===== src/sv/opln_pkg.sv =====
// Package for the ordered point list nearest unit: op codes, status codes,
// sizes and the sequencer-to-cell control struct. No dependencies.
package opln_pkg;

	localparam int unsigned MaxEntriesDefault = 16;
	localparam int unsigned ResultCap = 16;
	localparam int unsigned CoordW = 16;
	localparam int unsigned DistW = 34;

	typedef enum logic [3:0] {
		OP_INS_HEAD   = 4'd0,
		OP_INS_TAIL   = 4'd1,
		OP_RM_FIRST   = 4'd2,
		OP_RM_LAST    = 4'd3,
		OP_FIND       = 4'd4,
		OP_INS_AFTER  = 4'd5,
		OP_INS_BEFORE = 4'd6,
		OP_RM_CLOSEST = 4'd7,
		OP_DUMP       = 4'd8,
		OP_DUMP_REV   = 4'd9
	} op_t;

	localparam logic [1:0] STAT_OK    = 2'd0;
	localparam logic [1:0] STAT_EMPTY = 2'd1;
	localparam logic [1:0] STAT_FULL  = 2'd2;

	// Per-cycle command from the sequencer to every cell of the chain.
	typedef struct packed {
		logic shift_up;     // cells at index > pos take their lower neighbor
		logic shift_down;   // cells at index >= pos take their upper neighbor
		logic write;        // cell at index pos takes the new point
		logic rotate;       // valid entries rotate one place toward the head
	} cell_ctl_t;

endpackage


===== src/sv/opln_cell.sv =====
// One storage cell of the ordered point chain: holds one point.
// Depends on opln_pkg for the control struct and widths.
module opln_cell #(
	parameter int unsigned IDX_W = 4
) (
	input  logic                                clk,
	input  opln_pkg::cell_ctl_t                 ctl,
	input  logic [IDX_W-1:0]                    pos,
	input  logic [IDX_W-1:0]                    my_idx,
	input  logic [opln_pkg::CoordW-1:0]         new_re,
	input  logic [opln_pkg::CoordW-1:0]         new_im,
	input  logic [opln_pkg::CoordW-1:0]         lo_re,
	input  logic [opln_pkg::CoordW-1:0]         lo_im,
	input  logic [opln_pkg::CoordW-1:0]         hi_re,
	input  logic [opln_pkg::CoordW-1:0]         hi_im,
	output logic [opln_pkg::CoordW-1:0]         re_q,
	output logic [opln_pkg::CoordW-1:0]         im_q
);

	always_ff @(posedge clk) begin
		if (ctl.rotate) begin
			re_q <= hi_re;
			im_q <= hi_im;
		end else if (ctl.write && my_idx == pos) begin
			re_q <= new_re;
			im_q <= new_im;
		end else if (ctl.shift_up && my_idx > pos) begin
			re_q <= lo_re;
			im_q <= lo_im;
		end else if (ctl.shift_down && my_idx >= pos) begin
			re_q <= hi_re;
			im_q <= hi_im;
		end
	end

endmodule


===== src/sv/opln_dist.sv =====
// Squared distance stage: two registered products, then a registered sum.
// Depends on opln_pkg for widths.
module opln_dist (
	input  logic                              clk,
	input  logic signed [opln_pkg::CoordW-1:0] a_re,
	input  logic signed [opln_pkg::CoordW-1:0] a_im,
	input  logic signed [opln_pkg::CoordW-1:0] q_re,
	input  logic signed [opln_pkg::CoordW-1:0] q_im,
	output logic [opln_pkg::DistW-1:0]        dist_s2
);

	logic signed [opln_pkg::CoordW:0] dr, di;
	logic signed [2*opln_pkg::CoordW+1:0] sq_re, sq_im;
	logic [2*opln_pkg::CoordW+1:0] pr_s1, pi_s1;

	assign dr = {a_re[opln_pkg::CoordW-1], a_re} - {q_re[opln_pkg::CoordW-1], q_re};
	assign di = {a_im[opln_pkg::CoordW-1], a_im} - {q_im[opln_pkg::CoordW-1], q_im};

	// full-width squares of the 17-bit differences
	assign sq_re = dr * dr;
	assign sq_im = di * di;

	always_ff @(posedge clk) begin
		pr_s1 <= $unsigned(sq_re);
		pi_s1 <= $unsigned(sq_im);
		dist_s2 <= opln_pkg::DistW'(pr_s1) + opln_pkg::DistW'(pi_s1);
	end

endmodule


===== src/sv/ordered_point_list_nearest_unit.sv =====
// Ordered point list with nearest-point search, built as a chain of cells.
// Head/tail inserts and removes go straight to the edit state, full/empty
// answers to the output state; searches rotate the chain past a two-stage
// distance pipeline; forward dumps give one result per cycle, reverse dumps
// rotate the chain a full turn first, then read it by index from the tail.
// One request at a time, busy high meanwhile; reset clears the count; no stall.
module ordered_point_list_nearest_unit #(
	parameter int unsigned MAX_ENTRIES = opln_pkg::MaxEntriesDefault
) (
	input  logic        clk,
	input  logic        arst_n,
	input  logic        start,
	output logic        busy,
	input  logic [3:0]  op,
	input  logic signed [15:0] real_part,
	input  logic signed [15:0] imag_part,
	output logic        strobe,
	output logic [1:0]  status,
	output logic signed [15:0] out_real,
	output logic signed [15:0] out_imag,
	output logic [3:0]  position,
	output logic        last_of_run
);

	localparam int unsigned IDX_W = (MAX_ENTRIES > 1) ? $clog2(MAX_ENTRIES) : 1;
	localparam int unsigned CNT_W = $clog2(MAX_ENTRIES + 1);
	localparam int unsigned CW = opln_pkg::CoordW;

	typedef enum logic [2:0] {
		S_IDLE, S_SCAN, S_EDIT, S_DUMP, S_OUT
	} state_t;

	state_t state_q;
	opln_pkg::cell_ctl_t ctl;
	logic [IDX_W-1:0] pos_q;
	logic [CNT_W-1:0] cnt_q;
	logic [1:0] step_q;
	logic [3:0] op_q;
	logic [CW-1:0] q_re_q, q_im_q;
	logic [CW-1:0] cre [MAX_ENTRIES];
	logic [CW-1:0] cim [MAX_ENTRIES];
	logic [opln_pkg::DistW-1:0] dist_s2, best_d_q;
	logic [IDX_W-1:0] best_q;
	logic [CNT_W-1:0] seen_q;   // distances consumed
	logic [CNT_W-1:0] rot_q;    // rotations issued
	logic [4:0] emit_q;

	for (genvar g = 0; g < MAX_ENTRIES; g++) begin : g_cell
		logic [CW-1:0] lre, lim, hre, him;
		if (g == 0) begin : g_lo
			assign lre = cre[0];
			assign lim = cim[0];
		end else begin : g_lo
			assign lre = cre[g-1];
			assign lim = cim[g-1];
		end
		// rotation wraps through the last valid entry: the head feeds in at the top
		// of the valid region, so the chain index rotates within cnt entries
		assign hre = (g + 1 >= MAX_ENTRIES || CNT_W'(g + 1) >= cnt_q) ?
			cre[0] : cre[(g + 1 < MAX_ENTRIES) ? g + 1 : 0];
		assign him = (g + 1 >= MAX_ENTRIES || CNT_W'(g + 1) >= cnt_q) ?
			cim[0] : cim[(g + 1 < MAX_ENTRIES) ? g + 1 : 0];
		opln_cell #(.IDX_W(IDX_W)) u_cell (
			.clk(clk), .ctl(ctl), .pos(pos_q), .my_idx(IDX_W'(g)),
			.new_re(q_re_q), .new_im(q_im_q),
			.lo_re(lre), .lo_im(lim), .hi_re(hre), .hi_im(him),
			.re_q(cre[g]), .im_q(cim[g])
		);
	end

	// head of chain feeds the distance pipeline while rotating
	opln_dist u_dist (
		.clk(clk), .a_re(cre[0]), .a_im(cim[0]), .q_re(q_re_q), .q_im(q_im_q),
		.dist_s2(dist_s2)
	);

	logic is_ins;
	assign is_ins = (op_q == opln_pkg::OP_INS_AFTER) || (op_q == opln_pkg::OP_INS_BEFORE);

	always_comb begin
		ctl = '0;
		if (state_q == S_SCAN && rot_q < cnt_q) ctl.rotate = 1'b1;
		if (state_q == S_DUMP && rot_q < cnt_q) ctl.rotate = 1'b1;
		// finish the rotation of a truncated forward dump
		if (state_q == S_OUT && op_q == opln_pkg::OP_FIND && seen_q != '0) ctl.rotate = 1'b1;
		if (state_q == S_EDIT) begin
			if (op_q == opln_pkg::OP_INS_HEAD || op_q == opln_pkg::OP_INS_TAIL || is_ins) begin
				ctl.shift_up = 1'b1;
				ctl.write = 1'b1;
			end else if (op_q != opln_pkg::OP_FIND) begin
				ctl.shift_down = 1'b1;
			end
		end
	end

	assign busy = (state_q != S_IDLE);

	always_ff @(posedge clk or negedge arst_n) begin
		if (!arst_n) begin
			state_q <= S_IDLE;
			cnt_q <= '0;
			strobe <= 1'b0;
			last_of_run <= 1'b0;
			rot_q <= '0;
			seen_q <= '0;
			emit_q <= '0;
		end else begin
			strobe <= 1'b0;
			last_of_run <= 1'b0;
			case (state_q)
			S_IDLE: begin
				if (start && op <= opln_pkg::OP_DUMP_REV) begin
					op_q <= op;
					q_re_q <= real_part;
					q_im_q <= imag_part;
					rot_q <= '0;
					seen_q <= '0;
					emit_q <= '0;
					step_q <= '0;
					status <= opln_pkg::STAT_OK;
					out_real <= '0;
					out_imag <= '0;
					position <= '0;
					if ((op == opln_pkg::OP_INS_HEAD || op == opln_pkg::OP_INS_TAIL ||
					     op == opln_pkg::OP_INS_AFTER || op == opln_pkg::OP_INS_BEFORE) &&
					    cnt_q >= CNT_W'(MAX_ENTRIES)) begin
						status <= opln_pkg::STAT_FULL;
						out_real <= real_part;
						out_imag <= imag_part;
						state_q <= S_OUT;
					end else if (cnt_q == '0 && !(op == opln_pkg::OP_INS_HEAD ||
					     op == opln_pkg::OP_INS_TAIL || op == opln_pkg::OP_INS_AFTER ||
					     op == opln_pkg::OP_INS_BEFORE)) begin
						status <= opln_pkg::STAT_EMPTY;
						state_q <= S_OUT;
					end else if (op == opln_pkg::OP_INS_HEAD || op == opln_pkg::OP_RM_FIRST ||
					     (cnt_q == '0)) begin
						pos_q <= '0;
						state_q <= S_EDIT;
					end else if (op == opln_pkg::OP_INS_TAIL) begin
						pos_q <= IDX_W'(cnt_q);
						state_q <= S_EDIT;
					end else if (op == opln_pkg::OP_RM_LAST) begin
						pos_q <= IDX_W'(cnt_q - 1'b1);
						state_q <= S_EDIT;
					end else if (op == opln_pkg::OP_DUMP || op == opln_pkg::OP_DUMP_REV) begin
						state_q <= S_DUMP;
					end else begin
						state_q <= S_SCAN;
					end
				end
			end
			S_SCAN: begin
				// rotate cnt times; distances arrive behind the head via the product and sum registers
				if (rot_q < cnt_q) rot_q <= rot_q + 1'b1;
				if (step_q != 2'd2) step_q <= step_q + 1'b1;
				if (step_q == 2'd2) begin
					if (seen_q < cnt_q) begin
						seen_q <= seen_q + 1'b1;
						if (seen_q == '0 || dist_s2 < best_d_q) begin
							best_d_q <= dist_s2;
							best_q <= IDX_W'(seen_q);
						end
					end else begin
						if (is_ins) begin
							pos_q <= (op_q == opln_pkg::OP_INS_AFTER) ? best_q + 1'b1 : best_q;
						end else begin
							pos_q <= best_q;
						end
						state_q <= S_EDIT;
					end
				end
			end
			S_EDIT: begin
				strobe <= 1'b1;
				last_of_run <= 1'b1;
				status <= opln_pkg::STAT_OK;
				position <= 4'(pos_q);
				if (op_q == opln_pkg::OP_INS_HEAD || op_q == opln_pkg::OP_INS_TAIL || is_ins) begin
					out_real <= q_re_q;
					out_imag <= q_im_q;
					cnt_q <= cnt_q + 1'b1;
				end else begin
					out_real <= cre[pos_q];
					out_imag <= cim[pos_q];
					if (op_q != opln_pkg::OP_FIND) cnt_q <= cnt_q - 1'b1;
				end
				state_q <= S_IDLE;
			end
			S_DUMP: begin
				// forward: emit head then rotate; reverse: rotate a full turn, then read from the tail
				if (op_q == opln_pkg::OP_DUMP) begin
					strobe <= 1'b1;
					status <= opln_pkg::STAT_OK;
					out_real <= cre[0];
					out_imag <= cim[0];
					position <= 4'(rot_q);
					rot_q <= rot_q + 1'b1;
					emit_q <= emit_q + 1'b1;
					if (rot_q + 1'b1 == cnt_q || emit_q == 5'(opln_pkg::ResultCap - 1)) begin
						last_of_run <= 1'b1;
						state_q <= (rot_q + 1'b1 == cnt_q) ? S_IDLE : S_OUT;
						if (rot_q + 1'b1 != cnt_q) begin
							seen_q <= cnt_q - rot_q - 1'b1;
							op_q <= opln_pkg::OP_FIND;
						end
					end
				end else begin
					if (rot_q + 1'b1 == cnt_q) begin
						op_q <= opln_pkg::OP_RM_LAST;
						state_q <= S_OUT;
						rot_q <= '0;
					end else begin
						rot_q <= rot_q + 1'b1;
					end
				end
			end
			default: begin // S_OUT
				if (op_q == opln_pkg::OP_FIND && seen_q != '0) begin
					// finish realigning a truncated forward dump
					seen_q <= seen_q - 1'b1;
					if (seen_q == CNT_W'(1)) state_q <= S_IDLE;
				end else if (op_q == opln_pkg::OP_RM_LAST && cnt_q != '0 &&
				     status == opln_pkg::STAT_OK) begin
					// reverse dump: walk chain by index from tail
					strobe <= 1'b1;
					out_real <= cre[IDX_W'(cnt_q - 1'b1 - rot_q)];
					out_imag <= cim[IDX_W'(cnt_q - 1'b1 - rot_q)];
					position <= 4'(cnt_q - 1'b1 - rot_q);
					rot_q <= rot_q + 1'b1;
					emit_q <= emit_q + 1'b1;
					if (rot_q + 1'b1 == cnt_q || emit_q == 5'(opln_pkg::ResultCap - 1)) begin
						last_of_run <= 1'b1;
						state_q <= S_IDLE;
					end
				end else begin
					strobe <= 1'b1;
					last_of_run <= 1'b1;
					state_q <= S_IDLE;
				end
			end
			endcase
		end
	end

endmodule


===== config.mk =====
export PLATFORM = sky130hd
export DESIGN_NAME = ordered_point_list_nearest_unit
export DESIGN_NICKNAME = d
export VERILOG_FILES = /design/src/sv/opln_pkg.sv /design/src/sv/opln_cell.sv /design/src/sv/opln_dist.sv /design/src/sv/ordered_point_list_nearest_unit.sv
export SDC_FILE = /design/constraint.sdc
export NUM_CORES = 2
export LEC_CHECK = 0
export BUFFER_PORTS_ARGS = -buffer_cell sky130_fd_sc_hd__buf_4
export CELL_PAD_IN_SITES_DETAIL_PLACEMENT = 2
export CELL_PAD_IN_SITES_GLOBAL_PLACEMENT = 2
export CORE_MARGIN = 5
export CORE_UTILIZATION = 44
export DETAILED_ROUTE_END_ITERATION = 10
export PLACE_DENSITY = 0.79
export SYNTH_ARGS = -nofsm -noshare
export SYNTH_HDL_FRONTEND = slang
export SYNTH_HIERARCHICAL = 1
export SYNTH_SLANG_ARGS = --single-unit

===== constraint.sdc =====
create_clock -name clk -period 10.4 [get_ports clk]
set_input_delay 1.56 -clock clk [delete_from_list [all_inputs] [get_ports clk]]
set_output_delay 1.56 -clock clk [all_outputs]
set_load 0.02 [all_outputs]

==> results.cfg <==
[run_status]
outcome = complete, no violations

[floorplanning]
die_w_microns = 432.3
fp.dieH_microns = 432.3
coreArea_sq_um = 177800
start_util = 0.4412
die_area_sq_um = 186900
num_rows = 155
ioPinCount = 80

[clocking]
cts_max_path_buffers = 3
cts_tree = yes
insertion_delay_ns = 0.81
h-tree-depth = 3
clk_pin_slew_worst_paths_ns = 0.06
root_buffer = clkbuf_16
cts-resized-gates = 0
hold_buffers = 0
clock_sinks = 755
post_cts_buffers = 0
cts_made_buffers = 100

[logic_synthesis]
postSynthAreaPerCell_sq_um = 10.21
ys.warnings.count = 6
synth_flop_cell = edfxtp_1
ys_ff_latch = 755
synth-edff-count = 630
ys_async_sr_fraction = 0.03311
yosysTopAreaCellShare = 0.2411
synthCells = 7682
yosys.area.top_type = edfxtp_1
synth_area_sq_um = 78460
yosys.cell_types.count = 94
synth.most_common_cell = inv_1
synth_common_cells = inv_1 (1,860), nor2_1 (832), edfxtp_1 (630)
synth_area_leaders = edfxtp_1 (24%), fa_1 (14%), a221oi_2 (9.2%)
ys_seq_area_frac = 0.2746

[final_layout]
nFillCells = 18280
syn2layout_area_growth_pct = 9.095
nets = 8638
design_area_sq_um = 85590
final_core_util = 0.4813
seqCellArea_sq_um = 21550
drive_above_1_share = 0.2266
multiInputGateArea_sq_um = 48640

[min_path]
hold_depth = 0
hp-class = flip-flop to flip-flop

[worst_setup_path]
critical_path_peak_fanout = 18
crit_family = adder cells
cp.depth = 29
r2r_cells = 29
slowest_delay_ns = 0.85
crit_start = q_im_q[0]
timing.rr.end = u_dist/pi_s1[33]
path_common_cell = fa_1
cp-start-kind = flip-flop
worst-endpoint-required_ns = 11.06
worstSetupEndpoint = u_dist/pi_s1[33]
critPathBufInv = 6
crit_type = flip-flop to flip-flop
cp_slowest_cell = xnor2_1
timing.reg2reg.setup_slack_ns = 0.58
critPathArrivalTime_ns = 10.47
end_kind = flip-flop
reg2reg_from = q_im_q[0]

[sta]
fin_skew_ns = 0.08474
max_freq_mhz = 101.8
worst_slew_pin_slew_ns = 1.410
hold_viol = 0
rsz0062_at_grt = no
setup_tns_ns = 0
finalMaxSlewViolations = 0
min_period_over_period = 0.9441
finalSetupViolCount = 0
min_period_ns = 9.819
slew_headroom = 0.06020

[global_routing]
grt_overflow_total = 0
grt_pass1_wl_microns = 520000
grt_max_degree = 109
antenna_found_initial = 14
groute.usage.overall = 0.3816
grt_pass1_vias = 73820

[job]
cap_violations = 0

[route]
vias = 66710
dr.first_iter.drc_count = 7313
ant_nets = 0
first_pass_iters = 6
via_per_inst = 6.576
drt-total-wl_microns = 361100
wl_per_cell_microns = 35.59
remaining_drc_errors = 0

[placed_design]
hpwl_microns = 219200
dpl-instance-area_sq_um = 82160
io_buffers = 79
place_congestion = 0.8701
[cells by family (layout without fill, tap and decap cells)]
family	Yosys count	count (layout)	synth area share
buffers and inverters	2283	2322	0.1166
AND/OR/NAND/NOR	1532	1532	0.08789
AO/OA/AOI/OAI	1271	1271	0.1591
adder cells (fa/ha/maj)	902	902	0.1959
multiplexers	781	781	0.1482
flip-flops	755	755	0.2746
XOR/XNOR	156	156	0.01761
other	2	70	0.00009572
[flip-flops by register name (all words and copies together) (netlist names), 5 cells and up]
name,flops
rot_q,5
u_dist/pi_s1,33
u_dist/pr_s1,33
best_d_q,34
cnt_q,5
q_im_q,16
emit_q,5
out_real,16
seen_q,5
g_cell.u_cell/re_q,256
g_cell.u_cell/im_q,256
u_dist/dist_s2,34
q_re_q,16
out_imag,16
[stage by stage]
step | hold slack, ns | std cells | setup slack, ns
finish | 0.3912 | 10140 | 0.5811
global route | 0.3969 | 10140 | 0.1623
CTS | 0.3844 | 10140 | 0.6738
detailed placement | 0.4331 | 9950 | 0.9813
global placement | 0.4074 | 9950 | 1.154
floorplan | 0.3995 | 7744 | 2.383
[area by class of cell]
type | count | share of cell area
Clock buffer | 119 | 0.03044
Tap cell | 2355 | 0.03443
Clock inverter | 69 | 0.009473
Multi-Input combinational cell | 4706 | 0.5682
Antenna cell | 6 | 0.0001754
Inverter | 1869 | 0.08197
Timing Repair Buffer | 265 | 0.02354
Sequential cell | 755 | 0.2517
[worst min-delay path by stage]
stage / start / to / slack (ns)
floorplan: u_dist/dist_s2[0] / best_d_q[0] / 0.40
global placement: u_dist/dist_s2[0] / best_d_q[0] / 0.41
detailed placement: u_dist/dist_s2[21] / best_d_q[21] / 0.43
CTS: u_dist/dist_s2[25] / best_d_q[25] / 0.38
global route: u_dist/dist_s2[25] / best_d_q[25] / 0.40
finish: u_dist/dist_s2[25] / best_d_q[25] / 0.39
[layout by cell type (no fill, tap or decap), types with 24 or more instances in the layout]
cell type / count
buf_4: 263
edfxtp_1: 630
dfxtp_1: 100
conb_1: 64
or4_1: 32
o21a_1: 25
ha_1: 357
clkbuf_16: 101
a21oi_1: 195
a211oi_1: 50
xor2_1: 44
a221oi_2: 481
nand4_1: 33
xnor2_1: 109
dfrtp_1: 24
nor2b_1: 80
a21o_1: 59
mux2i_1: 44
o21ai_0: 125
a2111oi_0: 37
nand2b_1: 25
fa_1: 543
a221oi_1: 36
mux4_2: 256
nand2_1: 277
a22o_1: 32
inv_1: 1860
nor2_1: 827
mux2_2: 480
o211ai_1: 60
nor3_1: 30
o21ai_1: 33
clkinv_1: 26
nand3_1: 62
[layer usage]
metal  part of all wire  vias to the layer above  GRT usage  wire length (microns)
li1                   -                    26310          -                      -
met1               0.37                    34860     0.4673                 132200
met2               0.45                     4051     0.5999                 162500
met3               0.10                     1478    0.09104                  36310
met4              0.083                       10     0.2566                  30040
met5            0.00020                        -          0                     73
[worst register-to-register path: cells and delay by family (launching register included)]
| kind | cells | cell delay [ns] |
|---|---|---|
| AO/OA/AOI/OAI | 7 | 1.78 |
| AND/OR/NAND/NOR | 5 | 0.96 |
| adder cells (fa/ha/maj) | 9 | 4.13 |
| buffers and inverters | 6 | 0.92 |
| multiplexers | 1 | 0.24 |
| XOR/XNOR | 1 | 0.85 |
| flip-flops | 1 | 0.81 |
Power is not shown: default switching activity piles up to over one toggle a cycle in this logic, so the estimate is an artifact.
